File: config.mk
export PLATFORM = sky130hd
export DESIGN_NAME = fsd_csr
export DESIGN_NICKNAME = d
export VERILOG_FILES = /design/src/rtl/floyd_steinberg_dither_top_assert.svh /design/src/rtl/fsd_pkg.sv /design/src/rtl/fsd_csr.sv
export SDC_FILE = /design/constraint.sdc
export NUM_CORES = 1
export LEC_CHECK = 0
export BUFFER_PORTS_ARGS = -buffer_cell sky130_fd_sc_hd__buf_4
export CAP_MARGIN = 15
export CELL_PAD_IN_SITES_DETAIL_PLACEMENT = 0
export CELL_PAD_IN_SITES_GLOBAL_PLACEMENT = 1
export CORE_MARGIN = 3
export CORE_UTILIZATION = 25
export CTS_BUF_LIST = sky130_fd_sc_hd__clkbuf_2 sky130_fd_sc_hd__clkbuf_4 sky130_fd_sc_hd__clkbuf_8
export CTS_CLUSTER_SIZE = 40
export DETAILED_ROUTE_END_ITERATION = 7
export HOLD_SLACK_MARGIN = 0.02
export PLACE_DENSITY = 0.92
export SKIP_LAST_GASP = 1
export SLEW_MARGIN = 20
export SYNTH_ARGS = -nofsm -noshare
export SYNTH_HDL_FRONTEND = slang
export SYNTH_SLANG_ARGS = --single-unit
File: constraint.sdc
create_clock -name clock -period 2 [get_ports clock]
set_input_delay 0.4 -clock clock [delete_from_list [all_inputs] [get_ports clock]]
set_output_delay 0.4 -clock clock [all_outputs]
set_load 0.02 [all_outputs]
File: src/rtl/floyd_steinberg_dither_top_assert.svh
// Assertion macros used by the dither top level.
`ifndef FLOYD_STEINBERG_DITHER_TOP_ASSERT_SVH
`define FLOYD_STEINBERG_DITHER_TOP_ASSERT_SVH

// Same-cycle implication, disabled during reset.
`define FSD_ASSERT_HOLDS(label, clk, rst, ante, cons, msg) \
   label: assert property (@(posedge clk) disable iff (rst) (ante) |-> (cons)) \
      else $error(msg);

// Next-cycle implication, disabled during reset.
`define FSD_ASSERT_NEXT(label, clk, rst, ante, cons, msg) \
   label: assert property (@(posedge clk) disable iff (rst) (ante) |=> (cons)) \
      else $error(msg);

`endif

File: src/rtl/fsd_pkg.sv
// Shared types and constants of the dither block.
package fsd_pkg;

   localparam int PIX_W  = 8;
   localparam int CFG_W  = 12;
   localparam int DATA_W = 32;
   localparam int CSR_AW = 3;
   localparam int SUM_W  = 13;
   localparam int VAL_W  = 11;

   localparam logic [CFG_W-1:0] ROW_WIDTH_RESET = 12'd640;
   localparam logic [0:0]       ROW_WIDTH_IDX   = 1'b0;

   typedef logic signed [7:0]       err_type;
   typedef logic signed [8:0]       qerr_type;
   typedef logic signed [SUM_W-1:0] prod_type;
   typedef logic signed [VAL_W-1:0] val_type;

   typedef struct packed {
      logic frame_start;
      logic first_row;
      logic last_col;
   } pix_ctl_type;

   typedef struct packed {
      logic wr_en;
      logic tail_en;
   } mem_wr_type;

   // divide by 16, truncating toward zero
   function automatic err_type trunc16(prod_type p);
      prod_type adj;
      adj = p + (p[SUM_W-1] ? prod_type'(15) : prod_type'(0));
      return err_type'(adj >>> 4);
   endfunction

endpackage

File: src/rtl/fsd_csr.sv
// APB register file holding the row width.
module fsd_csr
   import fsd_pkg::*;
(
   input  logic              clock,
   input  logic              reset,
   input  logic              psel,
   input  logic              penable,
   input  logic              pwrite,
   input  logic [CSR_AW-1:0] paddr,
   input  logic [DATA_W-1:0] pwdata,
   output logic [DATA_W-1:0] prdata,
   output logic              pready,
   output logic [CFG_W-1:0]  row_width
);

   logic [CFG_W-1:0] row_width_ff;
   logic [CFG_W-1:0] row_width_in;
   logic             hit;

   // byte offset bits are ignored
   assign hit    = (paddr[CSR_AW-1:2] == ROW_WIDTH_IDX);
   assign pready = 1'b1;
   assign prdata = hit ? DATA_W'(row_width_ff) : '0;

   always_comb begin
      row_width_in = row_width_ff;
      if (psel && penable && pwrite && hit) begin
         row_width_in = pwdata[CFG_W-1:0];
      end
   end

   always_ff @(posedge clock) begin
      if (reset) begin
         row_width_ff <= ROW_WIDTH_RESET;
      end else begin
         row_width_ff <= row_width_in;
      end
   end

   assign row_width = row_width_ff;

endmodule

======== Word-level counts from Yosys, hierarchy flattened ========
Index checks and enable logic that the tools add are counted.
Widths: inputs -> output; s select.
word-level totals
  register bits ........................... 12
  input bits .............................. 40
  output and inout bits ................... 45
  logic and storage cells ................. 6
cells by class
  mux-type cells .......................... 1
  bitwise gates (word level) .............. 1
  reduce and logical (&&, ||, !) cells .... 3
operators by type and width
  kind               count
  $mux 12            1
  $logic_and 1x1->1  3
  $not 1->1          1

======== Depth between registers and ports, before layout ========
Gate-level depths: netlist of run 1.
  depth after elaboration ................. 3
  mapped depth ............................ 4
  depth with buffers taken out ............ 2

======== Worst setup path after synthesis of run 1 ========
Ideal clock, no wire load.
  path kind ............................... input to output
  start ................................... in paddr[2]
  end ..................................... out prdata[0]
  slack ................................... 687 ps
  data required time ...................... 1600 ps
  cell stages on the path ................. 2
  arrival ................................. 913 ps
  path buffers ............................ 1
  cell sequence ........................... clkbuf_1 -> nor2b_1
between the ends
  longest elaborated chain between the ends .. 1
ends and longest elaborated chain
  item         line           text
  from (decl)  fsd_csr.sv:10  input logic [CSR_AW-1:0] paddr,
  $mux 12      fsd_csr.sv:24  assign prdata = hit ? DATA_W'(row_width_ff) : '0;
  to (decl)    fsd_csr.sv:12  output logic [DATA_W-1:0] prdata,
No other way between the ends.

======== Final worst setup path of run 1 ========
  start ................................... in paddr[2]
  end ..................................... out prdata[11]
The elaborated chain is that of the path after synthesis.

==> results of run 1 <==
-- Yosys cell counts --
cell type  number
buf_4          21
nand2b_1       20
dfxtp_1        12
mux2i_1        12
nor2b_1        10
nor2_1          4
clkbuf_1        3
and2b_2         2
conb_1          2
and4b_1         1
buf_12          1
buf_6           1
-- placed cells by master, fill, tap and decap left out --
master,instances
and4b_1,1
nand2b_1,20
buf_4,43
nor2_1,4
nor2b_1,10
mux2i_1,12
and2b_2,2
dfxtp_1,12
clkbuf_8,1
conb_1,21
clkbuf_4,3
-- power by group --
part,switching (mW),internal (mW)
sequential,0.00370,0.244
clock,0.0794,0.110
combinational,0.0749,0.0511
total,0.158,0.406
-- cells by family after synthesis --
group | share of synthesized area, %
other cells | 0.9408
flops | 30.09
buf+inv | 25.08
simple gates | 28.84
mux | 15.05
-- layout make-up --
cell class / instances / share of cell area [%]
Clock buffer: 4 / 3.356
Multi-Input combinational cell: 70 / 39.70
Sequential cell: 12 / 22.22
Tap cell: 42 / 4.861
Timing Repair Buffer: 43 / 29.86
-- tightest hold or removal path: cells and delay by family --
| kind | cells | cell delay [ps] |
|---|---|---|
| and+or+nand+nor | 1 | 30 |
| muxes | 1 | 110 |
| buffers and inverters | 1 | 70 |
-- worst max-delay path by stage --
stage	startpoint	endpoint	slack, ps	depth (start not counted)
3_3_place_gp	paddr[2]	prdata[11]	640	3
5_1_grt	row_width[1]$_SDFFE_PP0P_	prdata[1]	580	2
2_1_floorplan	paddr[2]	prdata[0]	690	2
4_1_cts	paddr[2]	prdata[11]	630	3
3_5_place_dp	paddr[2]	prdata[11]	630	3
6_report	paddr[2]	prdata[11]	640	3
-- routing by layer --
layer / vias to the layer above / share of wire [%] / global-route usage, %
li1: 314 / - / -
met1: 290 / 37 / 10.25
met2: 32 / 54 / 15.18
met3: 0 / 8.7 / 3.058
met4: 0 / 0 / 2.479
met5: - / 0 / 0
==> flow_summary.json, run 1 <==
{
  "clkSinkCount": 12,
  "ys.warnings.count": 0,
  "synth-seq-cells": 12,
  "ctsResizeCount": 0,
  "rows": 19,
  "ant_nets": 0,
  "root_buffer": "clkbuf_4",
  "grt_max_degree": 25,
  "min_from": "pwdata[9]",
  "critPathLaunchType": "input port",
  "die_width_um": 62.51,
  "p_per_area_nw_per_um2": 521.4,
  "grt_use_total_pct": 8.800,
  "nFillCells": 319,
  "preCtsSetupSlack_ps": 627.0,
  "path_buf_inv": 2,
  "largest_reg_flops": 12,
  "synthesis.instances": 89,
  "globalRoute.totalOverflow": 0,
  "yosysTopAreaCellShare_pct": 30.09,
  "drive_gt1_share_pct": 37.98,
  "gp_congestion": 0.6374,
  "avgSynthCellArea_um2": 8.969,
  "r2r_cells": 2,
  "critical_path_arrival_ps": 960,
  "final_core_util_pct": 37.27,
  "drt_wl_total_mm": 1.771,
  "fin_setup_tns_ps": 0,
  "final_cell_count_no_fill": 171,
  "dieArea_um2": 3907,
  "placedCellCount": 167,
  "drtPass1Iterations": 4,
  "initial_core_util_pct": 27.52,
  "critPathKind": "input port to primary output",
  "multi_input_area_um2": 429.2,
  "ir_worst_vdd_mv": 0.1911,
  "fin_crit_sh_pct": 67.98,
  "coreArea_um2": 2900,
  "vias_per_cell": 3.719,
  "synth_top_area_cell": "dfxtp_1",
  "postCtsHoldBufs": 0,
  "hold_class": "input port to flop",
  "syn_area_um2": 798.3,
  "ys_seq_area_share_pct": 30.09,
  "design_area_um2": 1081,
  "path_delay_family": "buffers and inverters",
  "clk-insertion-delay-late_ps": 260,
  "cts_tree": "built",
  "hold-path-endpoint": "row_width[9]$_SDFFE_PP1P_",
  "setup_viol": 0,
  "grt_pass1_wl_mm": 2.773,
  "grt_antenna_before_repair": 0,
  "max_stage_delay_ps": 240,
  "vias": 636,
  "cp_common_cell": "buf_4",
  "postCtsSetupRepairBufs": 0,
  "wl_per_cell_um": 10.36,
  "cp_max_fo": 13,
  "status": "complete, no violations",
  "cts_max_level": 1,
  "yosysUniqueCellTypes": 12,
  "fin_nets": 170,
  "placed_cell_area_um2": 1045,
  "drc": 0,
  "area_growth_pct": 35.42,
  "fmax_mhz": 735.5,
  "ios": 85,
  "drv_slew": 0,
  "required_ps": 1600,
  "crit_path_end_kind": "primary output",
  "hold_path_depth": 3,
  "fin_ws_ps": 640.3,
  "finalCriticalPeriod_ps": 1360,
  "cts_buffers": 3,
  "reg2reg_from": "row_width[8]$_SDFFE_PP0P_",
  "rsz0062_at_grt": "false",
  "skew_ps": 0,
  "power_mw": 0.5637,
  "n_antenna_cell": 0,
  "holdWs_ps": 385.4,
  "regArea_um2": 240.2,
  "ys_top_cells_by_area": "dfxtp_1 30%, buf_4 20%, nand2b_1 16%, mux2i_1 15%, nor2b_1 7.8%",
  "port_buffers": 41,
  "dp_hpwl_mm": 1.410,
  "rrSetupSlack_ps": 1380,
  "initialDrtViolationCount": 7,
  "slowest_stage": "and2b_2",
  "reg2reg_to": "row_width[8]$_SDFFE_PP0P_",
  "clkTransAtPathRegs_ps": 80,
  "power.leakage_nw": 0.5140,
  "cap_violations": 0,
  "crit_chain": "buf_4 -> and2b_2 -> buf_4",
  "finalHoldViolations": 0,
  "die_h_um": 62.51,
  "cts_buffer_depth": 2,
  "grt_pass1_vias": 604
}
Power figures use the tool's default switching activity.
==> run 2, diff against run 1 <==
--- a/config.mk
+++ b/config.mk
@@ -5,17 +5,18 @@
 export SDC_FILE = /design/constraint.sdc
 export NUM_CORES = 1
 export LEC_CHECK = 0
+export ABC_AREA = 1
 export BUFFER_PORTS_ARGS = -buffer_cell sky130_fd_sc_hd__buf_4
 export CAP_MARGIN = 15
 export CELL_PAD_IN_SITES_DETAIL_PLACEMENT = 0
 export CELL_PAD_IN_SITES_GLOBAL_PLACEMENT = 1
 export CORE_MARGIN = 3
-export CORE_UTILIZATION = 25
+export CORE_UTILIZATION = 21
 export CTS_BUF_LIST = sky130_fd_sc_hd__clkbuf_2 sky130_fd_sc_hd__clkbuf_4 sky130_fd_sc_hd__clkbuf_8
 export CTS_CLUSTER_SIZE = 40
 export DETAILED_ROUTE_END_ITERATION = 7
 export HOLD_SLACK_MARGIN = 0.02
-export PLACE_DENSITY = 0.92
+export PLACE_DENSITY = 0.85
 export SKIP_LAST_GASP = 1
 export SLEW_MARGIN = 20
 export SYNTH_ARGS = -nofsm -noshare
==> constraint.sdc (replaced) <==
create_clock -name clock -period 1.3 [get_ports clock]
set_input_delay 0.26 -clock clock [delete_from_list [all_inputs] [get_ports clock]]
set_output_delay 0.26 -clock clock [all_outputs]
set_load 0.02 [all_outputs]
==> flow_summary.json, run 2 <==
{
  "status": "complete, no violations",
  "slowest_stage": "dfxtp_1",
  "largest_reg_flops": 12,
  "cts_tree": "built",
  "synth_fa_ha_area_share_pct": 0,
  "vias": 727,
  "fin_nets": 209,
  "synthFlopType": "dfxtp_1",
  "synthMuxAreaShare_pct": 0,
  "port_buffers": 41,
  "critical_path_arrival_ps": 870,
  "clkSinkCount": 12,
  "wl_per_cell_um": 8.695,
  "die_h_um": 67.70,
  "synth-seq-cells": 12,
  "ant_nets": 0,
  "preCtsSetupSlack_ps": 163.9,
  "required_ps": 1040,
  "synth_xor_area_share_pct": 0,
  "initial_core_util_pct": 22.88,
  "synth_compound_area_share_pct": 0,
  "critPathKind": "flop to primary output",
  "vias_per_cell": 3.413,
  "cp_max_fo": 3,
  "crit_chain": "inv_1 -> nor2_1 -> buf_4",
  "max_stage_delay_ps": 350,
  "grt_use_total_pct": 7.592,
  "coreArea_um2": 3495,
  "critPathCapture": "prdata[8]",
  "placed_cell_area_um2": 1051,
  "initialDrtViolationCount": 11,
  "crit_path_end_kind": "primary output",
  "final_cell_mix": "42 x buf_4, 33 x nor2_1, 25 x inv_1, 21 x conb_1, 16 x nand2_1",
  "drtPass1Iterations": 4,
  "rsz0062_at_grt": "false",
  "yosysTopAreaCellShare_pct": 30.05,
  "grt_pass1_wl_mm": 2.559,
  "holdWs_ps": 234.5,
  "finalCriticalPeriod_ps": 1128,
  "cts_max_level": 1,
  "ys_top_cells_by_area": "dfxtp_1 30%, buf_4 22%, nor2_1 15%, inv_1 12%, nand3_1 7.5%",
  "finalHoldViolations": 0,
  "hold_class": "input port to flop",
  "synthTopCellsByCount": "33 x nor2_1, 25 x inv_1, 23 x buf_4",
  "ys.warnings.count": 0,
  "rows": 21,
  "syn_area_um2": 799.5,
  "root_buffer": "clkbuf_8",
  "area_growth_pct": 36.62,
  "power.leakage_nw": 0.6221,
  "drt_wl_total_mm": 1.852,
  "async_reset_ff_share_pct": 0,
  "synth_top_area_cell": "dfxtp_1",
  "synth_top_family_by_area": "buffers and inverters",
  "fin_crit_sh_pct": 86.79,
  "layout_commonest_cell": "buf_4",
  "ir_worst_vdd_mv": 0.2298,
  "drive_gt1_share_pct": 28.74,
  "fmax_mhz": 886.3,
  "grt_max_degree": 15,
  "rrSetupSlack_ps": 730,
  "reg2reg_from": "row_width[6]$_SDFFE_PP0P_",
  "ctsResizeCount": 0,
  "skew_ps": 0,
  "cts_buffer_depth": 2,
  "setup_viol": 0,
  "gp_congestion": 0.7526,
  "nFillCells": 410,
  "n_antenna_cell": 0,
  "postCtsSetupRepairBufs": 0,
  "p_per_area_nw_per_um2": 869.5,
  "clkTransAtPathRegs_ps": 50,
  "die_width_um": 67.70,
  "yosysUniqueCellTypes": 13,
  "drc": 0,
  "design_area_um2": 1092,
  "fin_setup_tns_ps": 0,
  "dieArea_um2": 4583,
  "yosys.area_share.simple_pct": 32.71,
  "drv_slew": 0,
  "crit_path_start": "row_width[8]$_SDFFE_PP0P_",
  "dp_hpwl_mm": 1.454,
  "globalRoute.totalOverflow": 0,
  "cap_violations": 0,
  "synthesis.instances": 129,
  "critPathLaunchType": "flop",
  "ios": 85,
  "ys_seq_area_share_pct": 30.05,
  "power_mw": 0.9497,
  "reg2reg_to": "row_width[6]$_SDFFE_PP0P_",
  "grt_antenna_before_repair": 0,
  "postCtsHoldBufs": 0,
  "r2r_cells": 2,
  "avgSynthCellArea_um2": 6.198,
  "grt_pass1_vias": 542,
  "cts_buffers": 3,
  "clk-insertion-delay-late_ps": 230,
  "synth_edf_count": 0,
  "fin_ws_ps": 171.7,
  "synth.most_common_cell": "nor2_1",
  "min_from": "pwdata[7]"
}
==> run 2: changes by cell type in the layout (fill, tap and decap cells not counted), moves of 3 or more <==
cell,before,now
nor2_1,4,33
inv_1,0,25
nand2b_1,20,0
nand2_1,0,16
mux2i_1,12,0
nand3_1,0,12
nor2b_1,10,0
clkbuf_4,3,0
==> run 2: power by group <==
part / total (mW) / switching, mW / internal (mW)
sequential: 0.391 / 0.00913 / 0.382
clock: 0.326 / 0.122 / 0.203
combinational: 0.233 / 0.150 / 0.0837
total: 0.950 / 0.281 / 0.668
==> run 2: cell type report <==
cell class,instances,area [um2],share of cell area [%]
Tap cell,46,57.56,5.269
Inverter,26,97.59,8.935
Sequential cell,12,240.2,21.99
Clock buffer,3,41.29,3.780
Timing Repair Buffer,42,315.3,28.87
Multi-Input combinational cell,84,340.3,31.16
==> run 2: through the flow <==
| stage | util [%] | instances |
|---|---|---|
| global placement | 30.08 | 210 |
| CTS | 31.26 | 213 |
| global route | 31.26 | 213 |
| finish | 31.26 | 213 |
| floorplan | - | 148 |
| detailed placement | 30.08 | 210 |
==> run 2: cells by family after synthesis <==
logic type / Yosys count
other: 2
buffers and inverters: 52
AND/OR/NAND/NOR: 63
flip-flops: 12
==> run 2: layer usage <==
metal,part of all wire [%],wire length (um),vias to the layer above,global-route usage [%]
met5,0,0,-,0
met3,8.5,158,2,1.664
met2,52,970,28,12.88
met1,38,696,295,8.597
met4,1.3,25,0,4.557
li1,-,-,402,-
==> run 2: worst max-delay path, delay by kind of cell (launching register included) <==
kind | cells | cell delay, ps
buf+inv | 2 | 200
flops | 1 | 350
simple gates | 1 | 90
==> run 2: worst min-delay path by stage <==
stage | to | slack, ps | cells after the start
after detailed placement | row_width[7]$_SDFFE_PP1P_ | 480 | 3
after global placement | row_width[7]$_SDFFE_PP1P_ | 470 | 2
final | row_width[7]$_SDFFE_PP1P_ | 230 | 3
after global routing | row_width[7]$_SDFFE_PP1P_ | 230 | 3
after CTS | row_width[7]$_SDFFE_PP1P_ | 230 | 3
after floorplan | row_width[7]$_SDFFE_PP1P_ | 390 | 2
