$ cat src/rtl/floyd_steinberg_dither_top_assert.svh
// Assertion macros used by the dither top level.
`ifndef FLOYD_STEINBERG_DITHER_TOP_ASSERT_SVH
`define FLOYD_STEINBERG_DITHER_TOP_ASSERT_SVH

// Same-cycle implication, disabled during reset.
`define FSD_ASSERT_HOLDS(label, clk, rst, ante, cons, msg) \
   label: assert property (@(posedge clk) disable iff (rst) (ante) |-> (cons)) \
      else $error(msg);

// Next-cycle implication, disabled during reset.
`define FSD_ASSERT_NEXT(label, clk, rst, ante, cons, msg) \
   label: assert property (@(posedge clk) disable iff (rst) (ante) |=> (cons)) \
      else $error(msg);

`endif

$ cat src/rtl/fsd_pkg.sv
// Shared types and constants of the dither block.
package fsd_pkg;

   localparam int PIX_W  = 8;
   localparam int CFG_W  = 12;
   localparam int DATA_W = 32;
   localparam int CSR_AW = 3;
   localparam int SUM_W  = 13;
   localparam int VAL_W  = 11;

   localparam logic [CFG_W-1:0] ROW_WIDTH_RESET = 12'd640;
   localparam logic [0:0]       ROW_WIDTH_IDX   = 1'b0;

   typedef logic signed [7:0]       err_type;
   typedef logic signed [8:0]       qerr_type;
   typedef logic signed [SUM_W-1:0] prod_type;
   typedef logic signed [VAL_W-1:0] val_type;

   typedef struct packed {
      logic frame_start;
      logic first_row;
      logic last_col;
   } pix_ctl_type;

   typedef struct packed {
      logic wr_en;
      logic tail_en;
   } mem_wr_type;

   // divide by 16, truncating toward zero
   function automatic err_type trunc16(prod_type p);
      prod_type adj;
      adj = p + (p[SUM_W-1] ? prod_type'(15) : prod_type'(0));
      return err_type'(adj >>> 4);
   endfunction

endpackage

$ cat src/rtl/fsd_diffuse.sv
// Gray conversion, quantization and error spreading for one pixel.
module fsd_diffuse
   import fsd_pkg::*;
#(
   parameter int AW = 11
)(
   input  logic             clock,
   input  logic             reset,
   input  logic             advance,
   input  logic [PIX_W-1:0] red,
   input  logic [PIX_W-1:0] green,
   input  logic [PIX_W-1:0] blue,
   input  pix_ctl_type      ctl,
   input  logic [AW-1:0]    col,
   input  err_type          below,
   output logic             white,
   output mem_wr_type       wr_ctl,
   output logic [AW-1:0]    wr_addr,
   output err_type          wr_data,
   output logic [AW-1:0]    tail_addr,
   output err_type          tail_data
);

   err_type  right_ff, right_in;
   err_type  pend_left_ff, pend_left_in;
   err_type  pend_here_ff, pend_here_in;

   err_type          right_eff, pend_left_eff, pend_here_eff, below_eff;
   logic [SUM_W-1:0] gray_sum;
   logic [PIX_W-1:0] gray;
   val_type          val;
   logic [PIX_W-1:0] clamped;
   qerr_type         qerr;
   err_type          e7, e5, e3, e1;

   always_comb begin
      // frame start clears the running error before this pixel
      right_eff     = ctl.frame_start ? err_type'(0) : right_ff;
      pend_left_eff = ctl.frame_start ? err_type'(0) : pend_left_ff;
      pend_here_eff = ctl.frame_start ? err_type'(0) : pend_here_ff;
      below_eff     = ctl.first_row   ? err_type'(0) : below;

      gray_sum = SUM_W'(red) * SUM_W'(11) + SUM_W'(green) * SUM_W'(16)
               + SUM_W'(blue) * SUM_W'(5);
      gray     = gray_sum[SUM_W-1:5];

      val = val_type'({1'b0, gray}) + val_type'(right_eff) + val_type'(below_eff);
      if (val[VAL_W-1]) begin
         clamped = '0;
      end else if (val > val_type'(255)) begin
         clamped = '1;
      end else begin
         clamped = val[PIX_W-1:0];
      end

      white = clamped[PIX_W-1];
      qerr  = qerr_type'({1'b0, clamped}) - (white ? qerr_type'(255) : qerr_type'(0));

      e7 = trunc16(prod_type'(qerr) * prod_type'(7));
      e5 = trunc16(prod_type'(qerr) * prod_type'(5));
      e3 = trunc16(prod_type'(qerr) * prod_type'(3));
      e1 = trunc16(prod_type'(qerr));
   end

   assign wr_ctl.wr_en   = advance && (col != '0);
   assign wr_ctl.tail_en = advance && ctl.last_col;
   assign wr_addr        = col - AW'(1);
   assign wr_data        = pend_left_eff + e3;
   assign tail_addr      = col;
   assign tail_data      = pend_here_eff + e5;

   always_comb begin
      right_in     = right_ff;
      pend_left_in = pend_left_ff;
      pend_here_in = pend_here_ff;
      if (advance) begin
         if (ctl.last_col) begin
            right_in     = '0;
            pend_left_in = '0;
            pend_here_in = '0;
         end else begin
            right_in     = e7;
            pend_left_in = pend_here_eff + e5;
            pend_here_in = e1;
         end
      end
   end

   always_ff @(posedge clock) begin
      if (reset) begin
         right_ff     <= '0;
         pend_left_ff <= '0;
         pend_here_ff <= '0;
      end else begin
         right_ff     <= right_in;
         pend_left_ff <= pend_left_in;
         pend_here_ff <= pend_here_in;
      end
   end

endmodule

$ cat config.mk
export PLATFORM = sky130hd
export DESIGN_NAME = fsd_diffuse
export DESIGN_NICKNAME = d
export VERILOG_FILES = /design/src/rtl/floyd_steinberg_dither_top_assert.svh /design/src/rtl/fsd_pkg.sv /design/src/rtl/fsd_diffuse.sv
export SDC_FILE = /design/constraint.sdc
export NUM_CORES = 1
export LEC_CHECK = 0
export ABC_AREA = 1
export BUFFER_PORTS_ARGS = -buffer_cell sky130_fd_sc_hd__buf_2
export CORE_MARGIN = 5
export CORE_UTILIZATION = 55
export DETAILED_ROUTE_END_ITERATION = 6
export PLACE_DENSITY = 0.77
export SYNTH_ARGS = -nofsm -noshare
export SYNTH_HDL_FRONTEND = slang
export SYNTH_SLANG_ARGS = --single-unit
$ cat constraint.sdc
create_clock -name clock -period 12.99 [get_ports clock]
set_input_delay 1.299 -clock clock [delete_from_list [all_inputs] [get_ports clock]]
set_output_delay 1.299 -clock clock [all_outputs]
set_load 0.02 [all_outputs]
### Word level (Yosys, flattened, before mapping)

Index checks and enable logic that the tools add are counted.
W data, S select, Z words.

| word-level totals | value |
|---|---|
| flip-flop bits (word level) | 24 |
| logic and storage cells | 38 |
| output and inout bits | 41 |
| input bits | 49 |

| cells by class | value |
|---|---|
| $lt $le $gt $ge | 1 |
| reduce and logical (&&, ||, !) cells | 3 |
| add/subtract/negate cells | 12 |
| multiplexer cells | 14 |
| multipliers | 5 |

Operator list:

| cell | count |
|---|---|
| $mux W8 | 10 |
| $add A12 B5 Y12 | 3 |
| $mul A9 B4 Y13 const B | 2 |
| $add A8 B8 Y8 | 2 |
| $mux W4 | 4 |
| $add A12 B12 Y13 | 1 |
| $add A13 B11 Y13 | 1 |
| $mul A8 B4 Y12 const B | 1 |
| $mul A9 B3 Y12 const B | 1 |
| $add A10 B8 Y11 | 1 |
| $gt A11 B9 Y1 const B | 1 |
| $mul A8 B3 Y11 const B | 1 |
| $reduce_bool A11 Y1 | 1 |
| $sub A11 B1 Y11 const B | 1 |
| $add A9 B5 Y10 | 1 |
| $add A9 B8 Y10 | 1 |
| $sub A8 B8 Y9 | 1 |
| $logic_and A1 B1 Y1 | 2 |

### Longest topological paths before layout

Gate-level depths: netlist (run 1).

| logic depth | value |
|---|---|
| depth after elaboration | 15 |
| mapped depth | 73 |
| gate-level depth less buffers | 73 |

### Worst setup path after synthesis (run 1)

No wires, ideal clock.

| path | value |
|---|---|
| path type | in2out |
| from | in blue[4] |
| to | out wr_data[7] |
| path buffers | 0 |
| stages | 68 |
| arrival time | 12.869 ns |
| slack | -1.178 ns |
| data required time | 11.691 ns |
| cell sequence | ha_1 -> fa_1 -> fa_1 -> inv_1 -> fa_1 -> inv_1 -> ha_1 -> a21oi_1 -> o21ai_0 -> a21oi_1 -> inv_1 -> a21oi_1 -> inv_1 -> a21oi_1 -> xor2_1 -> fa_1 -> inv_1 -> ha_1 -> (+32 left out) -> nor2_1 -> a21oi_1 -> nand2_2 -> nand2_1 -> nand2_1 -> nand2_1 -> inv_1 -> ha_1 -> a21oi_1 -> nand2_1 -> a21o_1 -> a21oi_1 -> o21ai_0 -> a21oi_1 -> xnor2_1 -> xor2_1 -> nand3_1 -> nand2_1 |

| between the ends | value |
|---|---|
| cells in the longest elaborated chain, start to end | 13 |

Ends and longest elaborated chain:

| item | RTL line | RTL |
|---|---|---|
| start: declaration | fsd_diffuse.sv:12 | `input logic [PIX_W-1:0] blue,` |
| $mul A8 B3 Y11 (*) | fsd_diffuse.sv:44 | `+ SUM_W'(blue) * SUM_W'(5);` |
| $add A13 B11 Y13 (*) | fsd_diffuse.sv:44 |  |
| $add A9 B8 Y10 (*) | fsd_diffuse.sv:47 | `val = val_type'({1'b0, gray}) + val_type'(right_eff) + val_type'(below_eff);` |
| $add A10 B8 Y11 (*) | fsd_diffuse.sv:47 |  |
| $gt A11 B9 Y1 | fsd_diffuse.sv:50 | `end else if (val > val_type'(255)) begin` |
| $mux W8 | fsd_diffuse.sv:50 |  |
| $mux W8 (*) | fsd_diffuse.sv:48 | `if (val[VAL_W-1]) begin` |
| via white | fsd_diffuse.sv:16 | `output logic white,` |
| $mux W8 | fsd_diffuse.sv:57 | `qerr = qerr_type'({1'b0, clamped}) - (white ? qerr_type'(255) : qerr_type'(0));` |
| $sub A8 B8 Y9 (*) | fsd_diffuse.sv:57 |  |
| $mul A9 B3 Y12 (*) | fsd_diffuse.sv:61 | `e3 = trunc16(prod_type'(qerr) * prod_type'(3));` |
| $mux W4 | fsd_pkg.sv:33 | `adj = p + (p[SUM_W-1] ? prod_type'(15) : prod_type'(0));` |
| $add A12 B5 Y12 (*) | fsd_pkg.sv:33 |  |
| $add A8 B8 Y8 (*) | fsd_diffuse.sv:68 | `assign wr_data = pend_left_eff + e3;` |
| end: declaration | fsd_diffuse.sv:19 | `output err_type wr_data,` |

Mark *: on every way through the listed nets, which the timed path passes. The rest lies on a longest branch.

### Final worst setup path (run 1)

| path | value |
|---|---|
| from | in blue[6] |
| to | out tail_data[7] |

| between the ends | value |
|---|---|
| cells in the longest elaborated chain, start to end | 13 |

Ends and longest elaborated chain:

| item | RTL line | RTL |
|---|---|---|
| $mul A8 B3 Y11 (*) | fsd_diffuse.sv:44 |  |
| $add A13 B11 Y13 (*) | fsd_diffuse.sv:44 |  |
| $add A9 B8 Y10 (*) | fsd_diffuse.sv:47 |  |
| $add A10 B8 Y11 (*) | fsd_diffuse.sv:47 |  |
| $gt A11 B9 Y1 | fsd_diffuse.sv:50 |  |
| $mux W8 | fsd_diffuse.sv:50 |  |
| $mux W8 (*) | fsd_diffuse.sv:48 |  |
| $mux W8 | fsd_diffuse.sv:57 |  |
| $sub A8 B8 Y9 (*) | fsd_diffuse.sv:57 |  |
| $mul A9 B4 Y13 (*) | fsd_diffuse.sv:60 | `e5 = trunc16(prod_type'(qerr) * prod_type'(5));` |
| $mux W4 | fsd_pkg.sv:33 |  |
| $add A12 B5 Y12 (*) | fsd_pkg.sv:33 |  |
| $add A8 B8 Y8 (*) | fsd_diffuse.sv:70 | `assign tail_data = pend_here_eff + e5;` |
| end: declaration | fsd_diffuse.sv:21 | `output err_type tail_data` |

Mark *: on every way between the ends. The rest lies on a longest branch, timed or not.

==> results of run 1 <==
cell families after synthesis:
kind of cell	share of synthesized area [%]
compound gates	11.4
xor+xnor	9.97
simple gates	21.4
fa+ha+maj	36.5
buf+inv	13.8
flops	6.97
synth_stat cells (all sizes together):
library cell	n
xor2	45
nand3	53
o21bai	7
o21ai	23
a21boi	1
nand2	166
xnor2	26
buf	13
and2	4
o21a	1
nand3b	1
a221oi	1
or2	2
nor3	5
o31a	1
nor2	59
clkbuf	6
dfxtp	22
a21oi	69
nand4	9
inv	195
fa	47
o31ai	3
a21o	4
o211ai	3
ha	109
clkinv	2
a2111o	1
a31o	3
worst max-delay path by stage:
| stage | from | end | slack [ps] | cells past startpoint |
|---|---|---|---|---|
| final | blue[6] | tail_data[7] | -290 | 66 |
| after global routing | blue[6] | wr_data[7] | -910 | 70 |
| after CTS | blue[4] | wr_data[7] | 2 | 71 |
| after detailed placement | blue[4] | tail_data[7] | -430 | 65 |
| after global placement | blue[4] | tail_data[7] | -240 | 65 |
| after floorplan | blue[4] | wr_data[7] | 10 | 68 |
metrics by stage:
step / hold WS, ps / utilization [%] / std cells
3_3_place_gp: 453 / 69.4 / 1202
2_1_floorplan: 438 / - / 881
3_5_place_dp: 455 / 69.4 / 1202
6_report: 463 / 77.9 / 1235
4_1_cts: 466 / 73.3 / 1224
5_1_grt: 481 / 77.9 / 1235
layer usage:
metal / track usage, % / routed length (µm) / up-vias / part of all wire [%]
li1: - / - / 3185 / -
met1: 30.7 / 7430 / 3002 / 41
met2: 44.6 / 9300 / 225 / 51
met3: 1.75 / 982 / 45 / 5.4
met4: 5.43 / 470 / 0 / 2.6
met5: 0 / 0 / - / 0
state kept, by name (all words and copies together) (netlist names):
signal,count
pend_left_ff,8
pend_here_ff,6
right_ff,8
worst reg2reg max path, delay by kind of cell (launching register included):
kind	cells	cell delay (ps)
flops	1	310
compound gates	11	1920
simple gates	14	1120
xor+xnor	5	920
fa+ha+maj	9	2710
buf+inv	13	1250
repair_timing:
item	CTS	global route
buffers inserted	18	16
pin swaps	45	55
hold buffers	0	0
setup endpoints to repair	7	14
resized for setup	44	81
gates cloned	0	0
layout make-up:
type / instances / area share (%)
Inverter: 197 / 8.47
Timing Repair Buffer: 226 / 17.7
Multi-Input combinational cell: 643 / 65.8
Clock buffer: 4 / 1.01
Sequential cell: 22 / 5.00
Tap cell: 143 / 2.03
==> flow_summary.toml, run 1 <==
[sta]
setup_viol = 3
fin_tns_setup_ps = -621
rsz0062_at_grt = "yes"
hold_viol = 0
fin_ws_ps = -289
fin_skew_ps = 3.61
relSlewSlack_pct = 45.4
min_period_over_period_pct = 102
max_freq_ghz = 0.0753
fin_crit_ps = 13280
worst_pin_slew_ps = 818
final-max-slew-violation-count = 0

[run_status]
status = "finished with violations"
violations = "setup timing"

[placed_design]
pre_cts_slack_ps = -434
gp_congestion = 0.901
place_area_um2 = 7850
dp_hpwl_mm = 13.2
port-buffer-count = 89

[clock_tree]
cts.sink_count = 22
cts_tree = "yes"
clkTransAtPathRegs_ps = 60
clk_latency_ps = 260
htree_levels = 1
cts_root_buf = "clkbuf_16"
clock_path_buffers = 2
cts_buffers = 3

[setup_path]
max_stage_delay_ps = 540
cp_max_fo = 3
worstPathRequired_ps = 11690
path_class = "input port to primary output"
crit_path_top_delay_cell = "fa_1"
cp-start-kind = "input port"
crit_path_end_kind = "primary output"
path_delay_family = "adder cells"
path_common_cell = "a21oi_2"
ff2ff_path_depth = 52
worstPathArrival_ps = 11980
r2r_slack_ps = 4720
crit_buf_inv = 13
worstReg2RegStart = "right_ff[1]"
rr_endpoint = "pend_left_ff[6]"

[layout]
syn_to_final_growth_pct = 39.6
fin_area_um2 = 8810
final_cell_mix = "inv_1, nand2_1, buf_4"
n_fill_cell = 727
multi_input_area_um2 = 5800
seqCellArea_um2 = 440
num_antenna_cells = 0
final_common_cell = "inv_1"
drive_gt1_share_pct = 36.4
fin_nets = 1298

[worst_hold_path]
worstHoldStart = "right_ff[5]"
hold-path-cell-count = 2
holdPathEnd = "right_ff[5]"
hold_path.class = "register to register"

[floorplan]
die_x_um = 117
initial_core_util_pct = 55.8
core_um2 = 11300
die_area_um2 = 13700
rows = 39
die_y_um = 117
io_pins = 90

[global_route]
gr-total-overflow = 0
grt_max_degree = 25
grt_antenna_before_repair = 0
grt_first_pass_wirelength_mm = 27.0
grt.total_usage_pct = 24.2
grt_pass1_vias = 6107

[drt]
wl_mm = 18.2
postRouteAntennaNets = 0
drt_iter0_markers = 377
viasPerCell = 5.23
first_pass_iters = 5
via_count = 6457
wl_per_cell_um = 14.7
drc = 0

[yosys]
ys_top_cells_by_area = "ha_1, fa_1, inv_1"
yosysTopAreaCell = "ha_1"
synth_cell_type_count = 51
ys_ff_latch = 22
post_synth.cell_area_avg_um2 = 7.17
synth_top_area_share_pct = 21.6
postSynthCellCount = 881
synth.cell_area_um2 = 6310
ys_seq_area_share_pct = 6.97
syn_nets = 1086
ys.warnings.count = 0

[flow_run]
drv_cap = 0
Power of run 1 is not shown: default switching activity piles up to over one toggle a cycle in this logic, so the estimate is an artifact.
==> run 2, diff against run 1 <==
ABC_AREA = 0   (was 1)
CORE_UTILIZATION = 54   (was 55)
PLACE_DENSITY = 0.76   (was 0.77)
==> flow_summary.toml, run 2 <==
[sta]
rsz0062_at_grt = "yes"
fin_crit_ps = 13680
worst_pin_slew_ps = 873
setup_viol = 11
max_freq_ghz = 0.0731
hold_viol = 0
fin_hold_ws_ps = 477
relSlewSlack_pct = 41.7
fin_tns_setup_ps = -3900
min_period_over_period_pct = 105
fin_skew_ps = 7.60
fin_ws_ps = -687
final-max-slew-violation-count = 0

[drt]
wl_met1_mm = 7.53
wl_mm = 19.7
dr_wl_met3_um = 849
drt_iter0_markers = 290
top_layer = "met4"
first_pass_iters = 7
drc = 0
wl_met2_mm = 10.5
via_count = 6196
postRouteAntennaNets = 0
viasPerCell = 5.66
wl_per_cell_um = 18.0

[yosys]
synth.cell_area_um2 = 6140
ys.warnings.count = 0
ys_seq_area_share_pct = 7.17
yosysMostFrequentCell = "ha_1"
synth_top_area_share_pct = 22.2
yosysTopAreaCell = "ha_1"
syn_nets = 927
synth-edff-count = 0
ys_top_cells_by_area = "ha_1, fa_1, xnor2_1"
ys_ff_latch = 22
post_synth.cell_area_avg_um2 = 8.50
postSynthCellCount = 722
synth_commonest_cells = "ha_1, inv_1, xnor2_1"
synth_cell_type_count = 68
synthArstFlopShare_pct = 0
ys.flop_type = "dfxtp_1"

[setup_path]
rr_endpoint = "pend_left_ff[7]"
worstPathArrival_ps = 12380
r2r_slack_ps = 4050
worstPathRequired_ps = 11690
crit_path_end_kind = "primary output"
max_stage_delay_ps = 580
cp-start-kind = "input port"
endpoint = "tail_data[7]"
ff2ff_path_depth = 45
cp_max_fo = 4
path_class = "input port to primary output"
worstSetupStartpoint = "red[4]"
path_common_cell = "ha_4"
worstReg2RegStart = "right_ff[1]"
crit_path_top_delay_cell = "fa_1"

[clock_tree]
cts_buffers = 3
htree_levels = 1
cts_root_buf = "clkbuf_16"
cts_tree = "yes"
clkTransAtPathRegs_ps = 60
clock_path_buffers = 2
cts.sink_count = 22
clk_latency_ps = 260

[global_route]
grt_first_pass_wirelength_mm = 28.8
grt.total_usage_pct = 26.1
grt_max_degree = 23
grt_antenna_before_repair = 0
gr-total-overflow = 0
grt_pass1_vias = 6326

[layout]
seqCellArea_um2 = 440
syn_to_final_growth_pct = 42.0
multi_input_area_um2 = 5870
final_core_util_pct = 77.3
fin_nets = 1158
largestRegisters = "pend_left_ff: 8 flops, right_ff: 8 flops, pend_here_ff: 6 flops"
drive_gt1_share_pct = 39.9
final_cell_mix = "buf_4, inv_1, ha_1"
final_common_cell = "buf_4"
n_fill_cell = 668
num_antenna_cells = 0

[floorplan]
io_pins = 90
core_um2 = 11300
initial_core_util_pct = 54.5
die_y_um = 117
die_area_um2 = 13600
die_x_um = 117
rows = 39

[placed_design]
gp_congestion = 0.911
dp_hpwl_mm = 13.9
port-buffer-count = 89

[flow_run]
drv_cap = 0

[run_status]
status = "finished with violations"
violations = "setup timing"

[worst_hold_path]
worstHoldStart = "pend_here_ff[4]"
hold_path.class = "register to register"
==> run 2: area by class of cell <==
| cell class | instances | share of cell area [%] |
|---|---|---|
| multi-input cells | 577 | 67.3 |
| repair buffers | 249 | 19.9 |
| flip-flops and latches | 22 | 5.05 |
| inverters | 100 | 4.48 |
| well taps | 143 | 2.05 |
| clock buffers | 3 | 0.861 |
| clock inverters | 1 | 0.344 |
==> run 2: worst min-delay path by stage <==
stage	to	cells past startpoint
finish	pend_here_ff[4]	1
CTS	pend_here_ff[4]	1
detailed placement	pend_here_ff[4]	1
global placement	pend_here_ff[2]	1
floorplan	right_ff[1]	1
global route	pend_here_ff[4]	1
==> run 2: stage by stage <==
stage	setup slack (ps)	instances	area [µm²]
after floorplan	-5.30	722	6290
after global placement	-305	1066	7790
after detailed placement	-604	1066	7790
after CTS	-213	1086	8350
after global routing	-1170	1095	8720
final	-687	1095	8720
==> run 2: what timing repair did <==
action,4_1_cts,5_1_grt
pin swaps,54,39
buffers inserted,16,10
resized for setup,76,57
setup endpoints to repair,11,14
hold buffers,0,0
==> run 2: layer usage <==
metal | global-route usage (%) | vias to the layer above
met5 | 0 | -
li1 | - | 2901
met3 | 1.76 | 69
met2 | 51.0 | 210
met1 | 29.7 | 3016
met4 | 9.02 | 0
==> run 2: logic make-up after synthesis <==
kind of cell,Yosys count,synth area share (%)
and+or+nand+nor,183,16.0
adders and majority gates,156,37.5
AOI/OAI and AO/OA,142,16.4
buffers and inverters,123,8.58
xor gates and xnor gates,93,13.8
DFF,22,7.17
muxes,3,0.489
==> run 2: worst max-delay path: cells and delay by family <==
kind	cells	cell delay, ps
xor+xnor	5	880
compound gates	16	3070
buf+inv	9	890
simple gates	11	2240
fa+ha+maj	12	3990
Power of run 2 is left out for the same reason.
==> run 3, diff against run 2 <==
CORE_UTILIZATION = 55   (was 54)
CTS_BUF_LIST = sky130_fd_sc_hd__clkbuf_8   (was unset)
PLACE_DENSITY = 0.77   (was 0.76)
==> flow_summary.toml, run 3 (synthesis results as in run 2) <==
[drt]
drt_iter0_markers = 622
wl_mm = 22.3
postRouteAntennaNets = 0
via_count = 6682
first_pass_iters = 6
drc = 0
viasPerCell = 6.00
wl_per_cell_um = 20.1

[floorplan]
die_y_um = 116
rows = 38
initial_core_util_pct = 56.4
io_pins = 90
die_area_um2 = 13400
die_x_um = 116
core_um2 = 10900

[setup_path]
max_stage_delay_ps = 510
crit_path_end_kind = "primary output"
path_common_cell = "ha_1"
path_delay_family = "adder cells"
worstPathArrival_ps = 12590
cp_max_fo = 5
path_class = "input port to primary output"
worstPathRequired_ps = 11690
crit_path_top_delay_cell = "fa_1"
crit_buf_inv = 10
cp-start-kind = "input port"

[sta]
fin_ws_ps = -895
final-max-slew-violation-count = 0
fin_crit_ps = 13880
relSlewSlack_pct = 34.6
max_freq_ghz = 0.0720
rsz0062_at_grt = "yes"
hold_viol = 0
fin_skew_ps = 3.43
setup_viol = 13
worst_pin_slew_ps = 980
min_period_over_period_pct = 107

[global_route]
gr-total-overflow = 0
grt_antenna_before_repair = 0
grt_pass1_vias = 6572
grt_first_pass_wirelength_mm = 30.5
grt.total_usage_pct = 28.0
grt_max_degree = 23

[layout]
final_common_cell = "buf_4"
drive_gt1_share_pct = 43.6
num_antenna_cells = 0
stdcell_count = 1113
largestRegisters = "pend_left_ff: 8 flops, right_ff: 8 flops, pend_here_ff: 6 flops"
final_cell_mix = "buf_4, inv_1, ha_1, buf_2"
fin_nets = 1179
syn_to_final_growth_pct = 46.9

[placed_design]
dp.cells = 1066
dp_hpwl_mm = 14.0
gp_congestion = 0.889
port-buffer-count = 89

[clock_tree]
htree_levels = 1
clkTransAtPathRegs_ps = 90
cts_root_buf = "clkbuf_8"
cts_buffers = 3
clk_latency_ps = 270
holdBufCountCts = 0
cts.sink_count = 22
cts_tree = "yes"
clock_path_buffers = 2

[run_status]
violations = "setup timing"
status = "finished with violations"

[flow_run]
drv_cap = 0

[worst_hold_path]
hold_path.class = "register to register"
[run 3: cell count changes in the layout (fill, tap and decap cells not counted), sizes merged]
cell  change
buf      +21
[run 3: final cells by class]
| cell class | instances | area (µm²) |
|---|---|---|
| multi-input cells | 577 | 6010 |
| fillers | 495 | 1870 |
| clock inverters | 1 | 30.0 |
| clock buffers | 3 | 41.3 |
| inverters | 100 | 398 |
| repair buffers | 270 | 1920 |
| flip-flops and latches | 22 | 440 |
| well taps | 140 | 175 |
[run 3: path summary, 6_finish.rpt]
check | startpoint | to | slack (ps) | cells after the start
max | blue[3] | tail_data[7] | -890 | 54
min | pend_here_ff[6] | pend_here_ff[6] | 480 | 1
max reg2reg | right_ff[1] | pend_left_ff[7] | 3960 | 42
min reg2reg | pend_here_ff[6] | pend_here_ff[6] | 480 | 1
[run 3: metal layers]
metal / routed length [µm] / up-vias / global-route usage, %
li1: - / 2936 / -
met1: 8270 / 3206 / 32.2
met2: 11300 / 409 / 54.3
met3: 1410 / 131 / 1.83
met4: 1290 / 0 / 9.51
met5: 0 / - / 0
[run 3: stage by stage]
| step | worst slack (ps) | area (µm²) | setup TNS (ps) | util (%) | hold slack [ps] |
|---|---|---|---|---|---|
| finish | -895 | 9020 | -5380 | 82.8 | 482 |
| global route | -1190 | 9020 | -9340 | 82.8 | 496 |
| CTS | -222 | 8710 | -560 | 80.0 | 480 |
| detailed placement | -695 | 7820 | -4620 | 71.8 | 461 |
| global placement | -301 | 7820 | -797 | 71.8 | 459 |
| floorplan | -5.30 | 6290 | -5.30 | - | 441 |
[run 3: timing repair]
action / 4_1_cts / 5_1_grt
gates cloned: 0 / 0
pin swaps: 80 / 30
endpoints found under the hold margin: 0 / 0
resized for setup: 122 / 43
setup buffers: 38 / 7
endpoints found under the setup margin: 12 / 14
Power of run 3 is left out for the same reason.
